<file path="src/rtl/core/plmt_pkg.sv">
// plmt_pkg: shared types, codes and sizes of the packet log merge table
// used by the interfaces, the table cell and the top level
package plmt_pkg;

   localparam int TABLE_DEPTH = 256;
   localparam int IDX_W       = $clog2(TABLE_DEPTH);
   localparam int IDXC_W      = (IDX_W > 8) ? IDX_W : 8;
   localparam logic [31:0] HITS_MAX = 32'hFFFF_FFFF;

   typedef enum logic [1:0] {
      CMD_LOG   = 2'd0,
      CMD_CLEAR = 2'd1,
      CMD_READ  = 2'd2,
      CMD_NOP   = 2'd3
   } cmd_type;

   typedef enum logic [2:0] {
      ST_APPENDED   = 3'd0,
      ST_MERGED     = 3'd1,
      ST_FULL       = 3'd2,
      ST_READ_OK    = 3'd3,
      ST_READ_EMPTY = 3'd4,
      ST_CLEARED    = 3'd5
   } status_type;

   typedef enum logic {
      FSM_IDLE = 1'b0,
      FSM_BUSY = 1'b1
   } fsm_type;

   typedef struct packed {
      logic [1:0]         cmd;
      logic [31:0]        src_ip;
      logic [31:0]        dst_ip;
      logic [15:0]        sport;
      logic [15:0]        dport;
      logic [7:0]         protocol;
      logic [2:0]         hook;
      logic [7:0]         action;
      logic signed [31:0] reason;
      logic [31:0]        timestamp;
      logic [7:0]         read_index;
   } req_type;

   typedef struct packed {
      logic [2:0]         status;
      logic [7:0]         entry_index;
      logic [31:0]        entry_time;
      logic [31:0]        entry_src_ip;
      logic [31:0]        entry_dst_ip;
      logic [15:0]        entry_sport;
      logic [15:0]        entry_dport;
      logic [7:0]         entry_protocol;
      logic [2:0]         entry_hook;
      logic [7:0]         entry_action;
      logic signed [31:0] entry_reason;
      logic [31:0]        hit_count;
   } rsp_type;

   // request travelling down the chain with its result so far
   typedef struct packed {
      logic    valid;
      logic    done;
      req_type req;
      rsp_type res;
   } tok_type;

endpackage

</file>
<file path="src/rtl/core/plmt_cell.sv">
// plmt_cell: one table slot; checks the passing request against its entry
// depends on plmt_pkg
module plmt_cell (
   input  logic                       clock,
   input  logic                       reset,
   input  logic                       advance,
   input  logic [plmt_pkg::IDX_W-1:0] cell_idx,
   input  plmt_pkg::tok_type          tok_in,
   output plmt_pkg::tok_type          tok_out
);
   import plmt_pkg::*;

   logic               used_ff, used_in;
   logic [31:0]        time_ff, time_in;
   logic [31:0]        sip_ff, sip_in;
   logic [31:0]        dip_ff, dip_in;
   logic [15:0]        sport_ff, sport_in;
   logic [15:0]        dport_ff, dport_in;
   logic [7:0]         proto_ff, proto_in;
   logic [2:0]         hook_ff, hook_in;
   logic [7:0]         act_ff, act_in;
   logic signed [31:0] rsn_ff, rsn_in;
   logic [31:0]        hits_ff, hits_in;
   tok_type            tok_ff, tok_in_n;
   logic               key_hit;
   logic               idx_hit;
   logic [IDXC_W-1:0]  idx_wide;

   assign idx_wide = IDXC_W'(cell_idx);
   assign idx_hit  = (IDXC_W'(tok_in.req.read_index) == idx_wide);
   assign key_hit  = used_ff && (sip_ff == tok_in.req.src_ip)
                     && (dip_ff == tok_in.req.dst_ip)
                     && (sport_ff == tok_in.req.sport)
                     && (dport_ff == tok_in.req.dport)
                     && (rsn_ff == tok_in.req.reason)
                     && (act_ff == tok_in.req.action)
                     && (hook_ff == tok_in.req.hook);

   // merge, append, read or clear as the request passes
   always_comb begin
      used_in  = used_ff;
      time_in  = time_ff;
      sip_in   = sip_ff;
      dip_in   = dip_ff;
      sport_in = sport_ff;
      dport_in = dport_ff;
      proto_in = proto_ff;
      hook_in  = hook_ff;
      act_in   = act_ff;
      rsn_in   = rsn_ff;
      hits_in  = hits_ff;
      tok_in_n = tok_in;
      if (tok_in.valid) begin
         case (cmd_type'(tok_in.req.cmd))
            CMD_LOG: begin
               if (!tok_in.done && key_hit) begin
                  time_in = tok_in.req.timestamp;
                  if (hits_ff != HITS_MAX) begin
                     hits_in = hits_ff + 32'd1;
                  end
                  tok_in_n.done       = 1'b1;
                  tok_in_n.res.status = ST_MERGED;
               end else if (!tok_in.done && !used_ff) begin
                  used_in  = 1'b1;
                  time_in  = tok_in.req.timestamp;
                  sip_in   = tok_in.req.src_ip;
                  dip_in   = tok_in.req.dst_ip;
                  sport_in = tok_in.req.sport;
                  dport_in = tok_in.req.dport;
                  proto_in = tok_in.req.protocol;
                  hook_in  = tok_in.req.hook;
                  act_in   = tok_in.req.action;
                  rsn_in   = tok_in.req.reason;
                  hits_in  = 32'd1;
                  tok_in_n.done       = 1'b1;
                  tok_in_n.res.status = ST_APPENDED;
               end
            end
            CMD_READ: begin
               if (!tok_in.done && idx_hit) begin
                  tok_in_n.done = 1'b1;
                  if (used_ff) begin
                     tok_in_n.res.status = ST_READ_OK;
                  end
               end
            end
            CMD_CLEAR: begin
               used_in = 1'b0;
            end
            default: begin
            end
         endcase
      end
      // fill in the slot contents after the update
      if (tok_in.valid && !tok_in.done && tok_in_n.done
          && tok_in_n.res.status != ST_READ_EMPTY) begin
         tok_in_n.res.entry_index    = idx_wide[7:0];
         tok_in_n.res.entry_time     = time_in;
         tok_in_n.res.entry_src_ip   = sip_in;
         tok_in_n.res.entry_dst_ip   = dip_in;
         tok_in_n.res.entry_sport    = sport_in;
         tok_in_n.res.entry_dport    = dport_in;
         tok_in_n.res.entry_protocol = proto_in;
         tok_in_n.res.entry_hook     = hook_in;
         tok_in_n.res.entry_action   = act_in;
         tok_in_n.res.entry_reason   = rsn_in;
         tok_in_n.res.hit_count      = hits_in;
      end
   end

   // slot contents
   always_ff @(posedge clock) begin
      if (advance) begin
         time_ff  <= time_in;
         sip_ff   <= sip_in;
         dip_ff   <= dip_in;
         sport_ff <= sport_in;
         dport_ff <= dport_in;
         proto_ff <= proto_in;
         hook_ff  <= hook_in;
         act_ff   <= act_in;
         rsn_ff   <= rsn_in;
         hits_ff  <= hits_in;
      end
   end

   // occupancy and hand-over to the next cell
   always_ff @(posedge clock) begin
      if (reset) begin
         used_ff      <= 1'b0;
         tok_ff.valid <= 1'b0;
      end else if (advance) begin
         used_ff <= used_in;
         tok_ff  <= tok_in_n;
      end
   end

   assign tok_out = tok_ff;

endmodule
</file>
<file path="config.mk">
export PLATFORM = sky130hd
export DESIGN_NAME = plmt_cell
export DESIGN_NICKNAME = d
export VERILOG_FILES = /design/src/rtl/core/plmt_pkg.sv /design/src/rtl/core/plmt_cell.sv
export SDC_FILE = /design/constraint.sdc
export NUM_CORES = 1
export LEC_CHECK = 0
export BUFFER_PORTS_ARGS = -buffer_cell sky130_fd_sc_hd__buf_2
export CAP_MARGIN = 10
export CELL_PAD_IN_SITES_DETAIL_PLACEMENT = 0
export CELL_PAD_IN_SITES_GLOBAL_PLACEMENT = 1
export CORE_AREA = 2 2 327 329
export DETAILED_ROUTE_END_ITERATION = 7
export DIE_AREA = 0 0 329 331
export PLACE_DENSITY = 0.51
export SLEW_MARGIN = 20
export SYNTH_ARGS = -nofsm -noshare
export SYNTH_HDL_FRONTEND = slang
export SYNTH_SLANG_ARGS = --single-unit
</file>
<file path="constraint.sdc">
create_clock -name clock -period 36.8 [get_ports clock]
set_input_delay 1.84 -clock clock [delete_from_list [all_inputs] [get_ports clock]]
set_output_delay 1.84 -clock clock [all_outputs]
set_load 0.05 [all_outputs]
</file>
Word-level counts from Yosys, hierarchy flattened --
Index checks and enable logic that the tools add are counted.
Cells by class: equal/unequal tests 14, muxes and demuxes 56, reduce and logical (&&, ||, !) cells 19, $add $sub $neg 1, bitwise logic cells 1
Operators by type and width (count):
- 32-bit 2-to-1 mux | 21
- 219-bit 2-to-1 mux | 1
- 16-bit 2-to-1 mux | 8
- 32-bit == test | 3
- 8-bit 2-to-1 mux | 8
- 32-bit by 1-bit adder with 32-bit output (second input constant) | 1
- 16-bit == test | 2
- 32-bit != test (second input constant) | 1
- 3-bit 2-to-1 mux | 9
- 8-bit == test | 2
- 1-bit logical AND | 13
- 1-bit 2-to-1 mux | 6
- 3-bit case mux with 2 select lines | 1
- 5-bit AND reduction | 1
- 2-bit != test (second input constant) | 2
- 1-bit case mux with 2 select lines | 2
- 3-bit == test | 1
- 3-bit != test (second input constant) | 1
- 2-bit by 1-bit == test with 1-bit output (second input constant) | 1
- 2-bit == test (second input constant) | 1
- 1-bit zero test | 2
- 2-bit zero test | 1
- 2-bit AND reduction | 1
- 2-bit nonzero test | 1
- 1-bit inverter | 1
Word-level totals: bits of input ports 424, bits in registers 625, output and inout bits 413, logic and storage cells 127

Logic depth before layout (Yosys ltp) --
depth after elaboration 15, mapped depth 11, mapped depth without buffers 9

Worst setup path before layout --
Ideal clock, no wire load.
kind in2reg, start input reset, end register tok_ff (netlist bit tok_out[0]) (enable), cell stages on the path 1, library setup time 1252 ps, setup slack 15518 ps, path buffers 0, arrival time 20030 ps, required time 35548 ps, cells stage by stage nor2b_1
Between the ends: word-level cells in the longest chain between the ends 2
Ends and longest elaborated chain:
- start: declaration | line plmt_cell.sv:5 | input logic reset,
- 1-bit inverter (no line)
- 2-bit AND reduction (no line)
- end signal: assignment | line plmt_cell.sv:134 | tok_ff <= tok_in_n;
- end: declaration | line plmt_cell.sv:24 | tok_type tok_ff, tok_in_n;
Every way passes these cells. A chain may end at the register's enable or synchronous reset.

==> results.json <==
{
  "status": "finished, final reports clean",
  "ir_drop_mv": 0.0323,
  "seq_area_um2": 18700,
  "synth.avg_cell_area_um2": 17.0,
  "ys.flop_type": "edfxtp_1",
  "slowest_stage": "buf_4",
  "setup_ws_ns": 29.69,
  "die-area_um2": 109000,
  "fin_cells": 3996,
  "hold_viol": 0,
  "rsz0062_at_grt": "no",
  "criticalPathCategory": "in2reg",
  "grt_overflow_total": 0,
  "ant_nets": 0,
  "clock_latency_ns": 0.64,
  "grt_usage": 0.174,
  "critical_path_peak_fanout": 40,
  "cpMostUsedCell": "buf_4",
  "drt_iter0_markers": 1100,
  "ios": 837,
  "r2r_slack_ns": 30.62,
  "slew-limit-headroom": 0.299,
  "p_per_area_nw_per_um2": 51.5,
  "crit_path_cell_trace": "buf_2 > xnor2_1 > nand4_1 > or4_1 > nor4_4 > and4_1 > buf_4 > o21ai_1 > a31oi_4 > buf_4 > buf_4 > buf_4 > mux2_4",
  "ff2ff_path_depth": 12,
  "row_count": 119,
  "grt_pass1_vias": 18477,
  "tns_ns": 0,
  "crit_path_start_kind": "input pin",
  "port_buffers": 836,
  "root_buffer": "clkbuf_16",
  "antenna_found_initial": 21,
  "ys.warnings.count": 0,
  "critPathCaptureType": "register",
  "vias_per_cell": 4.52,
  "hold_slack_ns": 0.480,
  "drv_slew": 0,
  "arrival_ns": 7.48,
  "place_congestion": 0.827,
  "setup_viol": 0,
  "htree_levels": 3,
  "clk_pin_slew_worst_paths_ns": 0.06,
  "num_vias": 18063,
  "clk_path_buf_depth": 3,
  "synth_fp_nets": 2084,
  "synth_edf_count": 623,
  "drt_wl_total_um": 99400,
  "grt_max_degree": 103,
  "cts_tree": "done",
  "area_delta_synth_final_pct": 28.5,
  "cts_resized": 0,
  "finalCritPeriodShare": 0.193,
  "rr_startpoint": "sip_ff[21]",
  "fin_crit_ns": 7.11,
  "drc_errors": 0,
  "nFillCells": 10342,
  "dpl_worst_slack_ns": 28.89,
  "cp_top_family": "buffers and inverters",
  "max_freq_mhz": 141,
  "core_area_um2": 105000,
  "fp.dieH_um": 331,
  "ys_seq_elements": 625,
  "async_reset_ff_frac": 0,
  "drv_cap": 0,
  "clock_sink_count": 625,
  "hpwl_um": 75500,
  "min_from": "tok_out[412]",
  "leakagePower_nw": 14.1,
  "crit_required_ns": 37.16,
  "numCtsBuffers": 78,
  "ys_seq_area_frac": 0.664,
  "hold_depth": 2,
  "cts_setup_buffers": 0,
  "total_power_w": 0.00187,
  "tightest_slew_ns": 1.05,
  "ctsHoldBuffers": 0,
  "r2r_end": "tok_out[95]",
  "wire_per_inst_um": 24.9,
  "netlist_instances": 1659,
  "yosysUniqueCellTypes": 66,
  "worst_path_largest_cell_delay_ns": 0.77,
  "num-nets-final": 2960,
  "critPathBufInv": 5,
  "die_w_um": 329,
  "placed_cells": 3845,
  "hold_path.class": "reg2reg",
  "min_to": "tok_out[412]",
  "syn_area_um2": 28200,
  "start_util": 0.269,
  "grt_first_pass_wirelength_um": 136000,
  "firstDrtPassIters": 5,
  "skew_ns": 0.0281,
  "multiInputGateArea_um2": 8740,
  "drive_above_1_share": 0.523
}
## power breakdown
group / switching [W] / internal, W
Combinational: 0.000181 / 0.0000837
Sequential: 0.0000172 / 0.000836
Clock: 0.000312 / 0.000436
## cell type report
class,instances,share of cell area
Sequential cell,625,0.517
Timing Repair Buffer,861,0.122
Inverter,39,0.00404
Clock buffer,94,0.0561
Multi-Input combinational cell,930,0.241
Antenna cell,9,0.000621
Tap cell,1391,0.0480
Clock inverter,47,0.0112
## stage by stage
step	instance area (µm²)	utilization
2_1_floorplan	28200	-
3_3_place_gp	33700	0.321
3_5_place_dp	33800	0.322
4_1_cts	36200	0.345
5_1_grt	36200	0.345
6_report	36300	0.345
## flip-flops by register name, summed over array words and instances, names as in the netlist, 16 cells and up
| register | cells |
|---|---|
| tok_out | 413 |
| dport_ff | 16 |
| rsn_ff | 32 |
| sip_ff | 32 |
| time_ff | 32 |
| sport_ff | 16 |
| hits_ff | 32 |
| dip_ff | 32 |
## cell usage in the layout, fill, tap and decap left out, drive strengths merged, types with 3 or more instances in the layout
cell type	instances
buf	861
edfxtp	623
mux2	383
clkbuf	94
nand2	77
xnor2	59
nand4	51
xor2	47
inv	42
nand2b	40
clkinv	34
nor2	32
o21ai	24
nor4	23
nor3	20
nand3	16
and2	16
and4	14
a41oi	13
nor2b	13
diode	9
o22ai	9
nor3b	7
or4	7
a31o	7
and3	6
mux2i	6
bufinv	6
a31oi	6
o31ai	5
a41o	5
a21oi	5
o221ai	4
clkinvlp	4
o2111ai	3
a22o	3
## cells by family (layout without fill, tap and decap cells)
group	after synthesis	count (layout)	share of synthesized area
buf+inv	104	1041	0.0273
fa+ha+maj	1	1	0.000443
simple gates	330	330	0.0655
other cells	0	9	0
flops	625	625	0.664
mux	389	389	0.182
compound gates	104	104	0.0278
xor+xnor	106	106	0.0329
## how the worst max path moves through the flow
| stage | endpoint | slack, ns | startpoint | depth (start not counted) |
|---|---|---|---|---|
| after detailed placement | tok_out[101] | 28.89 | tok_in[397] | 13 |
| after floorplan | tok_out[0] | 15.52 | reset | 1 |
| after CTS | tok_out[95] | 29.59 | tok_in[397] | 13 |
| after global routing | tok_out[95] | 29.41 | tok_in[359] | 13 |
| final | tok_out[95] | 29.69 | tok_in[345] | 13 |
| after global placement | tok_out[101] | 27.81 | tok_in[292] | 12 |
## worst register-to-register path: cells and delay by family (launching register included)
kind / cells / cell delay, ns
compound gates: 2 / 0.39
xor+xnor: 1 / 0.52
buf+inv: 4 / 2.51
flops: 1 / 0.41
mux: 1 / 0.37
simple gates: 4 / 1.71
## layer usage
layer  routed length [µm]  share of wire  track usage
met5                  170         0.0017            0
met4                 1580          0.016       0.0414
met3                 7880          0.079       0.0526
met2                50100           0.50        0.307
met1                39600           0.40        0.207
## synthesized netlist by cell type (3+ instances only)
library cell | count | share of area
a21oi_1 | 4 | 0.00071
a22o_1 | 3 | 0.00093
a31o_2 | 6 | 0.0019
a31oi_1 | 5 | 0.0011
a41o_1 | 5 | 0.0018
a41oi_1 | 13 | 0.0040
and2_1 | 14 | 0.0031
and3_1 | 6 | 0.0013
and4_1 | 14 | 0.0043
buf_12 | 22 | 0.016
buf_2 | 6 | 0.0011
clkbuf_1 | 34 | 0.0045
edfxtp_1 | 623 | 0.66
inv_1 | 39 | 0.0052
mux2_1 | 10 | 0.0040
mux2_2 | 173 | 0.069
mux2_4 | 200 | 0.11
mux2i_1 | 6 | 0.0021
nand2_1 | 77 | 0.010
nand2b_1 | 40 | 0.0089
nand3_1 | 16 | 0.0028
nand4_1 | 50 | 0.011
nor2_1 | 32 | 0.0043
nor2b_1 | 13 | 0.0029
nor3_1 | 20 | 0.0035
nor3b_1 | 7 | 0.0019
nor4_1 | 22 | 0.0049
o2111ai_1 | 3 | 0.00093
o21ai_0 | 23 | 0.0041
o221ai_1 | 4 | 0.0012
o22ai_1 | 9 | 0.0020
o31ai_1 | 5 | 0.0013
or4_1 | 6 | 0.0016
xnor2_1 | 59 | 0.018
xor2_1 | 47 | 0.015
No activity file was read; power rests on OpenSTA's default activity.
